==> src/rtl/core/i2cs_pkg.sv <==
// Shared types, codes and helpers for the sensor read sequencer.
// No dependencies; imported by every module of the block.
`default_nettype none

package i2cs_pkg;

  localparam int unsigned MaxDataBytes = 6;
  localparam int unsigned DataW        = 8 * MaxDataBytes;
  localparam int unsigned CfgIdxW      = 3;
  localparam int unsigned CfgDataW     = 24;
  localparam int unsigned InTdataW     = 104;
  localparam int unsigned OutTdataW    = 64;
  localparam logic [15:0] TimeoutReset = 16'd100;

  typedef enum logic [CfgIdxW-1:0] {
    CFG_DEV_ADDR  = 3'd0,
    CFG_CMD_LEN   = 3'd1,
    CFG_CMD_BYTES = 3'd2,
    CFG_DATA_SIZE = 3'd3,
    CFG_CONV_MS   = 3'd4,
    CFG_CACHE_MS  = 3'd5,
    CFG_TIMEOUT   = 3'd6
  } cfg_idx_e;

  typedef enum logic [1:0] {
    ST_OK      = 2'd0,
    ST_PENDING = 2'd1,
    ST_ERROR   = 2'd2
  } status_e;

  typedef enum logic [1:0] {
    REPLY_OK   = 2'd0,
    REPLY_BUSY = 2'd1
  } reply_e;

  typedef enum logic [5:0] {
    PH_IDLE  = 6'b000001,
    PH_CMD   = 6'b000010,
    PH_WAIT  = 6'b000100,
    PH_REQ   = 6'b001000,
    PH_READY = 6'b010000,
    PH_ERROR = 6'b100000
  } phase_e;

  // Settings the sequencer actually uses; the address and command bytes
  // belong to the bus driver and are not kept here.
  typedef struct packed {
    logic [1:0]  cmd_len;
    logic [2:0]  data_size;
    logic [15:0] conv_ms;
    logic [15:0] cache_ms;
    logic [15:0] timeout_ms;
  } cfg_t;

  // Poll transaction, last field in the low bits.
  typedef struct packed {
    logic [DataW-1:0] rx_data;
    logic [7:0]       rx_count;
    logic [1:0]       start_reply;
    logic             bus_done_ok;
    logic             bus_idle;
    logic [7:0]       room_bytes;
    logic [31:0]      now_ms;
  } item_t;

  // Result transaction, last field in the low bits.
  typedef struct packed {
    logic             start_read;
    logic             write_with_stop;
    logic             start_write;
    logic             bus_reset;
    logic [2:0]       data_len;
    logic [DataW-1:0] data_out;
    logic [1:0]       status;
  } result_t;

  // Keep the first n bytes of a word, zero the rest.
  function automatic logic [DataW-1:0] keep_bytes(logic [DataW-1:0] d, logic [2:0] n);
    logic [DataW-1:0] r;
    r = d;
    for (int i = 0; i < MaxDataBytes; i++) begin
      if (3'(i) >= n) begin
        r[8*i +: 8] = 8'd0;
      end
    end
    return r;
  endfunction

endpackage

`default_nettype wire

==> src/rtl/core/i2cs_cfg.sv <==
// Configuration register file of the sensor read sequencer.
// Depends on i2cs_pkg.
`default_nettype none

module i2cs_cfg import i2cs_pkg::*; (
  input  wire logic                clk_i,
  input  wire logic                rst_ni,
  input  wire logic                cfg_wr_en_i,
  input  wire logic [CfgIdxW-1:0]  cfg_index_i,
  input  wire logic [CfgDataW-1:0] cfg_wdata_i,
  output cfg_t                     cfg_o
);

  cfg_t cfg_q, cfg_d;

  always_comb begin
    cfg_d = cfg_q;
    if (cfg_wr_en_i) begin
      unique case (cfg_idx_e'(cfg_index_i))
        CFG_CMD_LEN:   cfg_d.cmd_len    = cfg_wdata_i[1:0];
        CFG_DATA_SIZE: cfg_d.data_size  = cfg_wdata_i[2:0];
        CFG_CONV_MS:   cfg_d.conv_ms    = cfg_wdata_i[15:0];
        CFG_CACHE_MS:  cfg_d.cache_ms   = cfg_wdata_i[15:0];
        CFG_TIMEOUT:   cfg_d.timeout_ms = cfg_wdata_i[15:0];
        // address and command bytes are driver settings; nothing kept
        default: ;
      endcase
    end
  end

  always_ff @(posedge clk_i or negedge rst_ni) begin
    if (!rst_ni) begin
      cfg_q.cmd_len    <= 2'd1;
      cfg_q.data_size  <= 3'd1;
      cfg_q.conv_ms    <= 16'd0;
      cfg_q.cache_ms   <= 16'd0;
      cfg_q.timeout_ms <= TimeoutReset;
    end else begin
      cfg_q <= cfg_d;
    end
  end

  assign cfg_o = cfg_q;

endmodule

`default_nettype wire

==> src/rtl/core/i2cs_seq.sv <==
// Sequencer state and per-poll next-state/result logic.
// Depends on i2cs_pkg.
`default_nettype none

module i2cs_seq import i2cs_pkg::*; (
  input  wire logic  clk_i,
  input  wire logic  rst_ni,
  input  wire cfg_t  cfg_i,
  input  wire logic  step_i,     // consume item_i this cycle
  input  wire item_t item_i,
  output result_t    result_o
);

  phase_e           phase_q, phase_d;
  logic [31:0]      req_time_q, req_time_d;
  logic [31:0]      cache_time_q, cache_time_d;
  logic [DataW-1:0] store_q, store_d;

  logic        simple;
  logic [31:0] elapsed, cache_age;
  logic [2:0]  eff_size, dlv_len;
  logic        cache_hit, timed_out;
  result_t     res;

  assign simple    = (cfg_i.cmd_len == 2'd1);
  assign elapsed   = item_i.now_ms - req_time_q;
  assign cache_age = item_i.now_ms - cache_time_q;
  assign eff_size  = (cfg_i.data_size > 3'(MaxDataBytes)) ? 3'(MaxDataBytes)
                                                          : cfg_i.data_size;
  assign dlv_len   = ({5'd0, eff_size} > item_i.room_bytes) ? item_i.room_bytes[2:0]
                                                            : eff_size;
  assign cache_hit = (cfg_i.cache_ms != 16'd0) && (cache_time_q != 32'd0) &&
                     (cache_age < {16'd0, cfg_i.cache_ms});
  assign timed_out = elapsed > {16'd0, cfg_i.timeout_ms};

  always_comb begin
    res          = '0;
    res.status   = ST_PENDING;
    phase_d      = phase_q;
    req_time_d   = req_time_q;
    cache_time_d = cache_time_q;
    store_d      = store_q;

    if (cache_hit) begin
      res.status   = ST_OK;
      res.data_out = keep_bytes(store_q, dlv_len);
      res.data_len = dlv_len;
    end else begin
      unique case (phase_q)
        PH_IDLE: begin
          if (item_i.bus_idle) begin
            res.bus_reset       = 1'b1;
            res.start_write     = 1'b1;
            res.write_with_stop = !simple;
            if (item_i.start_reply == REPLY_BUSY) begin
              res.status = ST_PENDING;
            end else if (item_i.start_reply != REPLY_OK) begin
              phase_d    = PH_ERROR;
              res.status = ST_ERROR;
            end else begin
              req_time_d = item_i.now_ms;
              phase_d    = PH_CMD;
            end
          end
        end
        PH_CMD, PH_WAIT: begin
          if ((phase_q == PH_CMD) && !item_i.bus_idle) begin
            if (timed_out) begin
              phase_d    = PH_ERROR;
              res.status = ST_ERROR;
            end
          end else if ((phase_q == PH_CMD) && !item_i.bus_done_ok) begin
            phase_d    = PH_ERROR;
            res.status = ST_ERROR;
          end else if ((phase_q == PH_CMD) && !simple) begin
            phase_d = PH_WAIT;
          end else if ((phase_q == PH_CMD) || (elapsed >= {16'd0, cfg_i.conv_ms})) begin
            // read start, shared by register-address mode and end of wait
            res.bus_reset  = 1'b1;
            res.start_read = 1'b1;
            if (item_i.start_reply == REPLY_BUSY) begin
              res.status = ST_PENDING;
            end else if (item_i.start_reply != REPLY_OK) begin
              phase_d    = PH_ERROR;
              res.status = ST_ERROR;
            end else begin
              req_time_d = item_i.now_ms;
              phase_d    = PH_REQ;
            end
          end
        end
        PH_REQ: begin
          if (!item_i.bus_idle) begin
            if (timed_out) begin
              phase_d    = PH_ERROR;
              res.status = ST_ERROR;
            end
          end else if (!item_i.bus_done_ok || (item_i.rx_count < {5'd0, eff_size})) begin
            phase_d    = PH_ERROR;
            res.status = ST_ERROR;
          end else begin
            store_d = keep_bytes(item_i.rx_data, eff_size);
            phase_d = PH_READY;
          end
        end
        PH_READY: begin
          res.status   = ST_OK;
          res.data_out = keep_bytes(store_q, dlv_len);
          res.data_len = dlv_len;
          if (cfg_i.cache_ms != 16'd0) begin
            cache_time_d = item_i.now_ms;
          end
          phase_d = PH_IDLE;
        end
        default: begin
          // error phase and any corrupt code: reset the driver, start over
          res.bus_reset = 1'b1;
          res.status    = ST_ERROR;
          phase_d       = PH_IDLE;
        end
      endcase
    end
  end

  always_ff @(posedge clk_i or negedge rst_ni) begin
    if (!rst_ni) begin
      phase_q      <= PH_IDLE;
      req_time_q   <= 32'd0;
      cache_time_q <= 32'd0;
    end else if (step_i) begin
      phase_q      <= phase_d;
      req_time_q   <= req_time_d;
      cache_time_q <= cache_time_d;
    end
  end

  // sample store: payload only, read only after a completed read
  always_ff @(posedge clk_i) begin
    if (step_i) begin
      store_q <= store_d;
    end
  end

  assign result_o = res;

endmodule

`default_nettype wire

==> src/rtl/core/i2c_sensor_read_sequencer_top.sv <==
// Top level of the sensor read sequencer: stream ports, input and result
// registers. Depends on i2cs_pkg, i2cs_cfg and i2cs_seq.
`default_nettype none

// Channel   Dir  Handshake          Payload
// --------  ---  -----------------  ------------------------------------------
// s_axis    in   tvalid/tready      poll transaction, 104-bit tdata
// m_axis    out  tvalid/tready      result transaction, 64-bit tdata
// cfg       in   cfg_wr_en_i only   register index + 24-bit write data
//
// One result per poll. A poll passes through an input register, then the
// step logic of the sequencer into the result register. Throughput is one
// transaction per cycle; the state update happens as a poll moves from the
// input register to the result register, so back-to-back polls see each
// other's state. A stall on m_axis stops both stages; s_axis_tready_o then
// drops only once the input register is occupied. Reset (rst_ni low,
// asynchronous) empties both stages, puts the sequencer in idle and loads
// the configuration defaults; no clearing pass is needed.

module i2c_sensor_read_sequencer_top import i2cs_pkg::*; (
  input  wire logic                 clk_i,
  input  wire logic                 rst_ni,
  // poll stream
  input  wire logic                 s_axis_tvalid_i,
  output      logic                 s_axis_tready_o,
  // [31:0] now_ms, [39:32] room_bytes, [40] bus_idle, [41] bus_done_ok,
  // [43:42] start_reply, [51:44] rx_count, [99:52] rx_data, rest zero
  input  wire logic [InTdataW-1:0]  s_axis_tdata_i,
  // result stream
  output      logic                 m_axis_tvalid_o,
  input  wire logic                 m_axis_tready_i,
  // [1:0] status, [49:2] data_out, [52:50] data_len, [53] bus_reset,
  // [54] start_write, [55] write_with_stop, [56] start_read, rest zero
  output      logic [OutTdataW-1:0] m_axis_tdata_o,
  // configuration writes
  input  wire logic                 cfg_wr_en_i,
  input  wire logic [CfgIdxW-1:0]   cfg_index_i,
  input  wire logic [CfgDataW-1:0]  cfg_wdata_i
);

  localparam int unsigned ItemW = $bits(item_t);
  localparam int unsigned ResW  = $bits(result_t);

  cfg_t    cfg;
  logic    in_vld_q, out_vld_q;
  item_t   item_q;
  result_t res_q, res_next;
  logic    advance;   // result register free or being drained
  logic    step;      // poll moves from input to result register

  assign advance         = !out_vld_q || m_axis_tready_i;
  assign step            = in_vld_q && advance;
  assign s_axis_tready_o = !in_vld_q || advance;

  i2cs_cfg u_cfg (
    .clk_i       (clk_i),
    .rst_ni      (rst_ni),
    .cfg_wr_en_i (cfg_wr_en_i),
    .cfg_index_i (cfg_index_i),
    .cfg_wdata_i (cfg_wdata_i),
    .cfg_o       (cfg)
  );

  i2cs_seq u_seq (
    .clk_i    (clk_i),
    .rst_ni   (rst_ni),
    .cfg_i    (cfg),
    .step_i   (step),
    .item_i   (item_q),
    .result_o (res_next)
  );

  // valid flags
  always_ff @(posedge clk_i or negedge rst_ni) begin
    if (!rst_ni) begin
      in_vld_q  <= 1'b0;
      out_vld_q <= 1'b0;
    end else begin
      if (s_axis_tready_o) begin
        in_vld_q <= s_axis_tvalid_i;
      end
      if (advance) begin
        out_vld_q <= in_vld_q;
      end
    end
  end

  // payload registers
  always_ff @(posedge clk_i) begin
    if (s_axis_tvalid_i && s_axis_tready_o) begin
      item_q <= item_t'(s_axis_tdata_i[ItemW-1:0]);
    end
    if (step) begin
      res_q <= res_next;
    end
  end

  assign m_axis_tvalid_o = out_vld_q;
  assign m_axis_tdata_o  = {{(OutTdataW-ResW){1'b0}}, res_q};

  // stop is only ever asked for together with a write start
  a_stop_with_write: assert property (@(posedge clk_i) disable iff (!rst_ni)
    out_vld_q |-> (!res_q.write_with_stop || res_q.start_write))
    else $error("write_with_stop without start_write");

  // only a delivery carries data
  a_data_only_ok: assert property (@(posedge clk_i) disable iff (!rst_ni)
    (out_vld_q && (res_q.status != ST_OK)) |-> ((res_q.data_len == 3'd0) &&
                                                 (res_q.data_out == '0)))
    else $error("data on a pending or error result");

  a_len_range: assert property (@(posedge clk_i) disable iff (!rst_ni)
    out_vld_q |-> (res_q.data_len <= 3'(MaxDataBytes)))
    else $error("data_len beyond the data width");

  // a poll that steps always shows up as a result in the next cycle
  a_step_result: assert property (@(posedge clk_i) disable iff (!rst_ni)
    step |=> out_vld_q)
    else $error("stepped poll produced no result");

endmodule

`default_nettype wire

==> config.mk <==
export PLATFORM = sky130hd
export DESIGN_NAME = i2c_sensor_read_sequencer_top
export DESIGN_NICKNAME = d
export VERILOG_FILES = /design/src/rtl/core/i2cs_pkg.sv /design/src/rtl/core/i2cs_cfg.sv /design/src/rtl/core/i2cs_seq.sv /design/src/rtl/core/i2c_sensor_read_sequencer_top.sv
export SDC_FILE = /design/constraint.sdc
export NUM_CORES = 1
export LEC_CHECK = 0
export BUFFER_PORTS_ARGS = -buffer_cell sky130_fd_sc_hd__buf_2
export CAP_MARGIN = 20
export CORE_ASPECT_RATIO = 1.4
export CORE_MARGIN = 2
export CORE_UTILIZATION = 50
export CTS_BUF_LIST = sky130_fd_sc_hd__clkbuf_16
export DETAILED_ROUTE_END_ITERATION = 8
export GPL_ROUTABILITY_DRIVEN = 1
export GPL_TIMING_DRIVEN = 0
export PLACE_DENSITY = 0.7
export SETUP_SLACK_MARGIN = 0.1
export SLEW_MARGIN = 5
export SYNTH_ARGS = -nofsm -noshare
export SYNTH_HDL_FRONTEND = slang
export SYNTH_HIERARCHICAL = 1
export SYNTH_SLANG_ARGS = --single-unit
==> constraint.sdc <==
create_clock -name clk_i -period 9.55 [get_ports clk_i]
set_input_delay 0.955 -clock clk_i [delete_from_list [all_inputs] [get_ports clk_i]]
set_output_delay 0.955 -clock clk_i [all_outputs]
set_load 0.03 [all_outputs]
==> results of run 1 <==
==> power by group through the flow <==
stage,Clock (mW),Combinational (mW),Sequential [mW]
floorplan,0,1.58,1.89
global placement,0,2.12,1.89
detailed placement,0,2.16,1.89
CTS,1.35,2.18,1.87
global route,1.40,2.43,1.89
finish,1.31,2.20,1.87
==> layout make-up <==
| cell class | count | area [sq um] |
|---|---|---|
| buffer | 43 | 264 |
| sequential | 330 | 9290 |
| clock buffer | 35 | 876 |
| fill | 2975 | 14500 |
| clock inverter | 28 | 246 |
| inverter | 138 | 518 |
| tap | 456 | 571 |
| antenna | 6 | 15.0 |
| multi-input combinational | 999 | 7790 |
| timing repair buffer | 188 | 1020 |
==> cells by family after synthesis <==
group,synth area share [%]
AND/OR/NAND/NOR,12.9
AO/OA/AOI/OAI,11.9
flip-flops,52.1
adder cells (fa/ha/maj),8.22
multiplexers,8.46
XOR/XNOR,1.92
other,0.0210
buffers and inverters,4.39
==> routing by layer <==
metal | track usage (%) | up-vias | routed length [microns]
met3 | 2.97 | 75 | 1810
met1 | 27.5 | 6115 | 17000
met2 | 41.1 | 303 | 21900
met5 | 0 | - | 0
li1 | - | 6012 | -
met4 | 8.49 | 0 | 1300
==> path summary, 6_finish.rpt <==
| check | startpoint | end | slack (ns) | depth (start not counted) |
|---|---|---|---|---|
| worst max register to register | item_q[1] | m_axis_tdata_o[1] | 3.92 | 19 |
| worst min register to register | u_cfg/cfg_o[9] | u_cfg/cfg_o[9] | 0.51 | 1 |
| max in group asynchronous | rst_ni | u_cfg/cfg_o[2] | 8.41 | 2 |
| worst max-delay path | item_q[1] | m_axis_tdata_o[1] | 3.92 | 19 |
| min in group clk_i | u_cfg/cfg_o[9] | u_cfg/cfg_o[9] | 0.51 | 1 |
| worst min-delay path | rst_ni | u_seq/req_time_q[22] | 0.36 | 1 |
==> sequential cells by signal (all words and copies together) (netlist names) <==
signal and count:
in_vld_q 1, m_axis_tvalid_o 1, m_axis_tdata_o 57, u_cfg/cfg_o 53
u_seq/store_q 48, u_seq/cache_time_q 32, u_seq/phase_q 6, item_q 100
u_seq/req_time_q 32
==> metrics by stage <==
step / hold WS, ns / cell area, sq um / utilization [%] / total power, mW / setup slack [ns]
CTS: 0.348 / 20600 / 58.7 / 5.40 / 3.97
global route: 0.379 / 20600 / 58.7 / 5.72 / 3.62
floorplan: 0.479 / 17900 / - / 3.47 / 2.36
global placement: 0.490 / 19300 / 55.1 / 4.00 / 0.315
finish: 0.357 / 20600 / 58.7 / 5.38 / 3.92
detailed placement: 0.492 / 19400 / 55.5 / 4.06 / 3.99
==> cells in the final DEF, fill, tap and decap left out, types with 17 or more instances in the layout <==
cell type / count
nor2b_1: 33
a21oi_1: 88
nand2_1: 73
clkbuf_16: 35
mux2_4: 29
nand3_1: 21
and3_1: 32
mux2_2: 81
nor2_1: 51
buf_2: 194
edfxtp_1: 205
dfrtp_1: 119
nand4_1: 27
inv_1: 143
xor2_1: 17
a21o_1: 31
o21ai_0: 51
nor3_1: 18
ha_1: 114
nor4_1: 22
and2_1: 58
xnor2_1: 22
==> worst register-to-register path, stage by stage (launching register included) <==
cell       delay (ns)
edfxtp_1         0.49
inv_1            0.18
fa_1             0.48
nor2b_1          0.19
o2111ai_1        0.25
nand2_1          0.18
a21oi_1          0.08
o21bai_1         0.23
a21oi_1          0.10
o21bai_1         0.16
xor2_1           0.31
ha_1             0.19
nand4_1          0.09
or2_2            0.33
or3_1            0.39
nor2b_1          0.14
a221o_1          0.42
nor4_1           0.75
o21ai_0          0.16
o21a_1           0.22
==> results.py, run 1 <==
metrics = {
    "outcome": {
        "status": "complete, no violations",
    },
    "sta": {
        "worst_pin_slew_ns": 0.874,
        "finalHoldViolCount": 0,
        "drv_slew": 0,
        "slew_headroom_pct": 41.2,
        "fin_skew_ns": 0.0188,
        "fin_crit_sh_pct": 58.9,
        "rsz0062_at_grt": "false",
        "fin_setup_tns_ns": 0,
        "setup_viol": 0,
        "fmax_mhz": 178,
        "period_needed_ns": 5.63,
    },
    "synthesis": {
        "synth_ff_type": "edfxtp_1",
        "syn_area_sq_um": 17800,
        "ys_seq_area_share_pct": 52.1,
        "syn_avg_cell_area_sq_um": 11.9,
        "synthTopCellsByArea": "edfxtp_1 35%, dfrtp_1 17%, ha_1 8.0%, mux2_2 5.1%, inv_1 2.9%",
        "synth-async-reset-ratio_pct": 37.9,
        "synth_cells": 1504,
        "synth.distinct_cells": 96,
        "synth_top_area_cell": "edfxtp_1",
        "yosysMostFrequentCell": "edfxtp_1",
        "ys_ff_latch": 330,
        "synth_commonest_cells": "205 x edfxtp_1, 138 x inv_1, 119 x dfrtp_1",
        "yosysWarningCount": 6,
        "synth_top_area_share_pct": 34.5,
        "synth_edf_count": 205,
    },
    "detailed_routing": {
        "post_drt_wl_per_cell_microns": 18.9,
        "ant_nets": 0,
        "first_pass_iters": 5,
        "routed_via_density": 5.63,
        "initialDrtViolationCount": 785,
        "vias": 12500,
        "remaining_drc_errors": 0,
        "wirelength_microns": 42000,
    },
    "clocking": {
        "clk_latency_ns": 0.54,
        "post_cts_buffers": 0,
        "cts_num_sinks": 330,
        "ctsHoldBuffers": 0,
        "postCtsResizedCells": 0,
        "clockBufferDepth": 3,
        "htree_levels": 2,
        "cts_root_buf": "clkbuf_16",
        "path_clk_slew_ns": 0.06,
        "cts_buffers": 35,
        "cts_tree": "built",
    },
    "pwr": {
        "p_int_mw": 3.39,
        "switchingPower_mw": 1.99,
        "p_sw_share_pct": 37.0,
        "leakagePower_nw": 8.92,
        "powerDensity_nw_per_um2": 261,
        "irDropWorstVdd_mv": 0.174,
        "pwr-share-comb_pct": 40.9,
        "p_seq_share_pct": 34.7,
        "p_clk_share_pct": 24.4,
    },
    "setup_path": {
        "cpPeakStageDelay_ns": 0.75,
        "critPathMaxFanout": 5,
        "path_delay_family": "simple AND/OR/NAND/NOR gates",
        "endpoint_kind": "flop",
        "slowest_stage": "nor4_1",
        "cp_cell_sequence": "inv_1, fa_1, nor2b_1, o2111ai_1, nand2_1, a21oi_1, o21bai_1, a21oi_1, o21bai_1, xor2_1, ha_1, nand4_1, or2_2, or3_1, nor2b_1, a221o_1, nor4_1, o21ai_0, o21a_1",
        "crit_buf_inv": 1,
        "worst-setup-path-type": "reg -> reg",
        "start_kind": "flop",
        "critPathRequiredTime_ns": 9.83,
        "arrival_ns": 5.90,
    },
    "floorplan": {
        "dieHeight_microns": 227,
        "start_util_pct": 50.9,
        "core_area_sq_um": 35100,
        "boundaryPins": 202,
        "dieArea_sq_um": 37200,
        "rows": 81,
        "die_w_microns": 164,
    },
    "final_layout": {
        "areaGrowthSynthToFinish_pct": 15.5,
        "final_nets": 1987,
        "final_layout_size_suffix_gt1_share_pct": 24.5,
        "finalNonFillerCells": 2223,
    },
    "hold_path": {
        "hold_class": "in -> async",
    },
    "global_routing": {
        "grt_max_degree": 82,
        "antenna_found_initial": 6,
        "overflow": 0,
        "first_global_vias": 12300,
        "grtUsageTotal_pct": 22.7,
        "grt_pass1_wl_microns": 65300,
    },
    "placed_design": {
        "gp_congestion": 0.915,
        "dpl.cell_count": 2154,
        "dp_hpwl_microns": 32100,
        "port_buffers": 182,
    },
    "flow_run": {
        "maxCapViolCount": 0,
    },
}
(Power assumes the default switching activity.)
==> run 2: changes to the inputs <==
--- a/config.mk
+++ b/config.mk
@@ -5,6 +5,7 @@
 export SDC_FILE = /design/constraint.sdc
 export NUM_CORES = 1
 export LEC_CHECK = 0
+export ABC_AREA = 1
 export BUFFER_PORTS_ARGS = -buffer_cell sky130_fd_sc_hd__buf_2
 export CAP_MARGIN = 20
 export CORE_ASPECT_RATIO = 1.4
@@ -14,7 +15,7 @@
 export DETAILED_ROUTE_END_ITERATION = 8
 export GPL_ROUTABILITY_DRIVEN = 1
 export GPL_TIMING_DRIVEN = 0
-export PLACE_DENSITY = 0.7
+export PLACE_DENSITY = 0.72
 export SETUP_SLACK_MARGIN = 0.1
 export SLEW_MARGIN = 5
 export SYNTH_ARGS = -nofsm -noshare
==> constraint.sdc (replaced) <==
create_clock -name clk_i -period 5 [get_ports clk_i]
set_input_delay 0.5 -clock clk_i [delete_from_list [all_inputs] [get_ports clk_i]]
set_output_delay 0.5 -clock clk_i [all_outputs]
set_load 0.03 [all_outputs]
==> results.py, run 2 <==
metrics = {
    "pwr": {
        "p_sw_share_pct": 38.5,
        "powerDensity_nw_per_um2": 446,
        "p_clk_share_pct": 26.1,
        "irDropWorstVdd_mv": 0.303,
        "p_int_mw": 5.96,
        "leakagePower_nw": 10.9,
        "p_seq_share_pct": 35.8,
        "pwr-share-comb_pct": 38.1,
        "switchingPower_mw": 3.73,
    },
    "detailed_routing": {
        "remaining_drc_errors": 0,
        "ant_nets": 0,
        "first_pass_iters": 6,
        "initialDrtViolationCount": 1079,
        "vias": 15800,
        "post_drt_wl_per_cell_microns": 16.4,
        "routed_via_density": 5.16,
        "wirelength_microns": 50300,
    },
    "clocking": {
        "cts_num_sinks": 330,
        "path_clk_slew_ns": 0.06,
        "cts_root_buf": "clkbuf_16",
        "clockBufferDepth": 3,
        "cts_tree": "built",
        "cts_buffers": 35,
        "clk_latency_ns": 0.54,
        "htree_levels": 2,
    },
    "synthesis": {
        "synth_edf_count": 205,
        "ys_seq_area_share_pct": 49.2,
        "yosysWarningCount": 6,
        "synthTopCellsByArea": "edfxtp_1 33%, dfrtp_1 16%, nand2_1 15%, inv_1 7.6%, ha_1 7.6%",
        "synth_top_area_cell": "edfxtp_1",
        "synth.distinct_cells": 45,
        "synth_commonest_cells": "758 x nand2_1, 383 x inv_1, 226 x nor2_1",
        "synth-async-reset-ratio_pct": 37.9,
        "synth_cells": 2325,
        "synth_top_area_share_pct": 32.6,
        "yosysMostFrequentCell": "nand2_1",
        "syn_area_sq_um": 18900,
        "syn_avg_cell_area_sq_um": 8.12,
        "synth_ff_type": "edfxtp_1",
        "ys_ff_latch": 330,
    },
    "sta": {
        "fin_setup_tns_ns": 0,
        "setup_viol": 0,
        "fin_crit_sh_pct": 93.2,
        "fmax_mhz": 215,
        "worst_pin_slew_ns": 0.856,
        "holdWs_ns": 0.132,
        "drv_slew": 0,
        "period_needed_ns": 4.66,
        "finalHoldViolCount": 0,
        "slew_headroom_pct": 42.9,
        "rsz0062_at_grt": "false",
        "fin_skew_ns": 0.0208,
    },
    "global_routing": {
        "antenna_found_initial": 0,
        "grtUsageTotal_pct": 25.4,
        "grt_max_degree": 70,
        "first_global_vias": 15600,
        "overflow": 0,
        "grt_pass1_wl_microns": 77900,
    },
    "placed_design": {
        "dp_hpwl_microns": 40100,
        "gp_congestion": 0.963,
        "dpl.cell_count": 2992,
        "port_buffers": 182,
    },
    "floorplan": {
        "boundaryPins": 202,
        "die_w_microns": 168,
        "rows": 84,
        "core_area_sq_um": 37400,
        "dieHeight_microns": 234,
        "dieArea_sq_um": 39400,
        "start_util_pct": 50.5,
    },
    "setup_path": {
        "worst-setup-path-type": "reg -> reg",
        "start_kind": "flop",
        "endpoint_kind": "flop",
        "critPathMaxFanout": 14,
        "critPathRequiredTime_ns": 5.27,
        "rrSetupSlack_ns": 0.34,
        "arrival_ns": 4.93,
    },
    "final_layout": {
        "final_util_pct": 58.1,
        "final_nets": 2810,
        "top_register": "item_q",
        "finalNonFillerCells": 3058,
        "final_layout_size_suffix_gt1_share_pct": 12.1,
        "antenna_cells": 0,
        "final_cell_mix": "758 x nand2_1, 390 x inv_1, 224 x nor2_1",
        "areaGrowthSynthToFinish_pct": 15.1,
        "nFillCells": 3425,
        "multi_input_area_sq_um": 7910,
        "final-seq-area_sq_um": 9290,
        "largest_reg_flops": 100,
        "final_common_cell": "nand2_1",
    },
    "hold_path": {
        "hold_class": "in -> reg",
    },
    "flow_run": {
        "maxCapViolCount": 0,
    },
    "outcome": {
        "status": "complete, no violations",
    },
}
run 2: worst paths after layout:
path | startpoint | end | cells past startpoint
max | item_q[11] | u_seq/store_q[12] | 21
min | s_axis_tdata_i[28] | item_q[28] | 1
max reg2reg | item_q[11] | u_seq/store_q[12] | 21
min reg2reg | u_cfg/cfg_o[5] | u_cfg/cfg_o[5] | 2
max in group asynchronous | rst_ni | u_seq/cache_time_q[29] | 3
min in group asynchronous | rst_ni | u_cfg/cfg_o[7] | 2
run 2: timing repair:
item	4_1_cts	5_1_grt
hold endpoints to repair	50	0
endpoints found under the setup margin	48	56
gates cloned	0	0
resized for setup	3	5
pin swaps	0	1
hold buffers	1	0
buffers inserted	0	1
run 2: power groups by stage:
stage	sequential [mW]	combinational (mW)	clock (mW)
6_report	3.47	3.70	2.53
5_1_grt	3.50	4.19	2.69
4_1_cts	3.47	3.69	2.59
3_5_place_dp	3.51	3.67	0
3_3_place_gp	3.51	3.55	0
2_1_floorplan	3.53	2.58	0
run 2: metal layers:
layer	track usage [%]	up-vias	wire length [microns]
li1	-	7932	-
met1	27.0	7315	19200
met2	49.2	410	26400
met3	3.36	124	2290
met4	12.4	0	2390
met5	0	-	0
run 2: critical path: stages, from the launching register on:
cell and delay [ns]:
edfxtp_1 0.50, ha_1 0.40, nand2_1 0.14, o21ai_0 0.37, a21oi_1 0.07, nand2_1 0.20, xor2_1 0.27, ha_1 0.30
a21oi_1 0.13, nor2_1 0.06, a211oi_1 0.24, nand2_1 0.12, nor2_1 0.24, nand2_1 0.08, nor2_1 0.14, nand4_1 0.11
nor2_1 0.12, nand2_2 0.20, buf_2 0.25, nand2_1 0.16, nor2_4 0.07, buf_4 0.19
run 2: cell families after synthesis:
kind of cell / share of synthesized area, %
and+or+nand+nor: 28.2
buffers and inverters: 9.22
DFF: 49.2
AOI/OAI and AO/OA: 4.16
adders and majority gates: 7.77
xor gates and xnor gates: 1.44
other: 0.0199
run 2: cell type report:
type | count | area share (%)
Sequential cell | 330 | 42.8
Clock buffer | 36 | 4.15
Inverter | 387 | 6.70
Timing Repair Buffer | 190 | 4.89
Multi-Input combinational cell | 1563 | 36.4
Clock inverter | 28 | 1.03
Tap cell | 473 | 2.72
Buffer | 51 | 1.34
run 2: metrics by stage:
step | setup slack [ns] | cell area [sq um] | total power, mW
after detailed placement | -0.206 | 20600 | 7.18
after global routing | 0.107 | 21700 | 10.4
final | 0.341 | 21700 | 9.69
after CTS | 0.119 | 21700 | 9.74
after global placement | -1.26 | 20400 | 7.06
after floorplan | 0.382 | 18900 | 6.11
==> run 3: changes to the inputs <==
--- a/config.mk
+++ b/config.mk
@@ -10,12 +10,12 @@
 export CAP_MARGIN = 20
 export CORE_ASPECT_RATIO = 1.4
 export CORE_MARGIN = 2
-export CORE_UTILIZATION = 50
+export CORE_UTILIZATION = 54
 export CTS_BUF_LIST = sky130_fd_sc_hd__clkbuf_16
 export DETAILED_ROUTE_END_ITERATION = 8
 export GPL_ROUTABILITY_DRIVEN = 1
 export GPL_TIMING_DRIVEN = 0
-export PLACE_DENSITY = 0.72
+export PLACE_DENSITY = 0.77
 export SETUP_SLACK_MARGIN = 0.1
 export SLEW_MARGIN = 5
 export SYNTH_ARGS = -nofsm -noshare
==> constraint.sdc (replaced) <==
create_clock -name clk_i -period 5 [get_ports clk_i]
set_input_delay 0.5 -clock clk_i [delete_from_list [all_inputs] [get_ports clk_i]]
set_output_delay 0.5 -clock clk_i [all_outputs]
set_load 0.1 [all_outputs]
==> results.py, run 3 (same netlist as run 2, synthesis figures left out) <==
metrics = {
    "detailed_routing": {
        "ant_nets": 0,
        "wirelength_microns": 50000,
        "initialDrtViolationCount": 1153,
        "first_pass_iters": 6,
        "remaining_drc_errors": 0,
        "post_drt_wl_per_cell_microns": 16.4,
        "routed_via_density": 5.29,
        "vias": 16100,
    },
    "hold_path": {
        "hold_class": "in -> reg",
    },
    "global_routing": {
        "grt_max_degree": 84,
        "grtUsageTotal_pct": 27.5,
        "first_global_vias": 16200,
        "grt_pass1_wl_microns": 78500,
        "antenna_found_initial": 2,
        "overflow": 0,
    },
    "sta": {
        "holdWs_ns": 0.135,
        "fin_crit_sh_pct": 92.8,
        "setup_viol": 0,
        "fin_skew_ns": 0.0241,
        "fin_setup_tns_ns": 0,
        "worst_pin_slew_ns": 0.908,
        "drv_slew": 0,
        "slew_headroom_pct": 39.3,
        "fmax_mhz": 215,
        "period_needed_ns": 4.64,
        "rsz0062_at_grt": "false",
        "finalHoldViolCount": 0,
    },
    "floorplan": {
        "rows": 81,
        "dieArea_sq_um": 36500,
        "dieHeight_microns": 225,
        "boundaryPins": 202,
        "die_w_microns": 162,
        "core_area_sq_um": 34700,
        "start_util_pct": 54.5,
    },
    "setup_path": {
        "critPathMaxFanout": 13,
        "arrival_ns": 4.91,
        "path_delay_family": "simple AND/OR/NAND/NOR gates",
        "slowest_stage": "edfxtp_1",
        "cp_cell_sequence": "inv_1, ha_1, inv_1, fa_1, nand3_1, nand2_1, a21oi_2, o21ai_1, xor2_1, ha_1, nand2_1, nor2_1, a211oi_1, nand2_1, nor2_2, nand2_1, nor2_1, nand4_1, nor2_1, nand2_4, buf_2, nand2_1, nor2_4, buf_4",
        "endpoint_kind": "flop",
        "critical_path.most_common_cell": "nand2_1",
        "cpPeakStageDelay_ns": 0.45,
        "crit_buf_inv": 4,
        "critPathRequiredTime_ns": 5.27,
        "start_kind": "flop",
        "worst-setup-path-type": "reg -> reg",
    },
    "placed_design": {
        "port_buffers": 182,
        "dp_hpwl_microns": 39300,
        "gp_congestion": 0.968,
    },
    "outcome": {
        "status": "complete, no violations",
    },
    "pwr": {
        "switchingPower_mw": 3.96,
        "finalPower_mw": 9.92,
        "p_seq_share_pct": 34.9,
        "leakagePower_nw": 10.8,
        "p_int_mw": 5.96,
        "powerDensity_nw_per_um2": 458,
        "p_sw_share_pct": 39.9,
        "irDropWorstVdd_mv": 0.307,
        "p_clk_share_pct": 25.2,
        "pwr-share-comb_pct": 39.9,
    },
    "clocking": {
        "cts_tree": "built",
        "cts_buffers": 35,
        "clockBufferDepth": 3,
        "cts_root_buf": "clkbuf_16",
        "path_clk_slew_ns": 0.06,
        "htree_levels": 2,
        "clk_latency_ns": 0.54,
        "cts_num_sinks": 330,
    },
    "final_layout": {
        "top_register": "item_q",
        "final-seq-area_sq_um": 9290,
        "areaGrowthSynthToFinish_pct": 14.7,
        "multi_input_area_sq_um": 7910,
        "nFillCells": 2979,
        "final_layout_size_suffix_gt1_share_pct": 12.0,
        "final_util_pct": 62.5,
        "final_nets": 2809,
        "final_cell_mix": "758 x nand2_1, 388 x inv_1, 224 x nor2_1",
        "largest_reg_flops": 100,
        "final_common_cell": "nand2_1",
    },
    "flow_run": {
        "maxCapViolCount": 0,
    },
}
==> run 3: changes by cell type in the layout (fill, tap and decap cells not counted), sizes merged <==
cell / before / now
inv: 398 / 399
clkinv: 15 / 11
buf: 223 / 222
diode: 0 / 2
==> run 3: final cells by class <==
class | instances | share of cell area [%]
Antenna cell | 2 | 0.0231
Buffer | 51 | 1.33
Clock buffer | 36 | 4.16
Clock inverter | 25 | 0.942
Inverter | 387 | 6.72
Multi-Input combinational cell | 1563 | 36.5
Sequential cell | 330 | 42.9
Tap cell | 456 | 2.63
Timing Repair Buffer | 189 | 4.79
==> run 3: routing by layer <==
layer | track usage, % | share of wire, % | vias up
met2 | 51.1 | 51 | 574
met3 | 3.37 | 5.4 | 140
li1 | - | - | 7944
met5 | 0 | 0 | -
met4 | 15.6 | 5.9 | 0
met1 | 29.9 | 37 | 7411
==> run 3: final timing paths <==
| kind | start | endpoint | slack [ns] | cells after the start |
|---|---|---|---|---|
| max | item_q[0] | u_seq/store_q[19] | 0.36 | 24 |
| min | s_axis_tdata_i[9] | item_q[9] | 0.13 | 1 |
| max reg2reg | item_q[0] | u_seq/store_q[19] | 0.36 | 24 |
| min reg2reg | u_cfg/cfg_o[51] | u_cfg/cfg_o[51] | 0.47 | 2 |
| max in group asynchronous | rst_ni | u_cfg/cfg_o[6] | 3.70 | 3 |
| min in group asynchronous | rst_ni | u_seq/cache_time_q[28] | 0.50 | 2 |
==> run 3: power by group through the flow <==
stage / Clock (mW) / Sequential (mW) / Combinational (mW)
global route: 2.63 / 3.50 / 4.46
floorplan: 0 / 3.74 / 2.59
CTS: 2.54 / 3.46 / 3.92
detailed placement: 0 / 3.51 / 3.89
global placement: 0 / 3.51 / 3.75
finish: 2.50 / 3.46 / 3.96
==> run 3: what timing repair did <==
action,in CTS,in global routing
setup endpoints to repair,48,155
setup buffers,2,0
hold buffers,1,0
resized for setup,1,3
pin swaps,1,0
hold endpoints to repair,42,0
==> run 3: through the flow <==
stage,setup slack [ns],cells,cell area (sq um)
floorplan,0.100,2331,18900
global placement,-1.11,2969,20400
detailed placement,-0.154,2973,20500
CTS,0.184,3037,21600
global route,0.123,3037,21700
finish,0.359,3039,21700
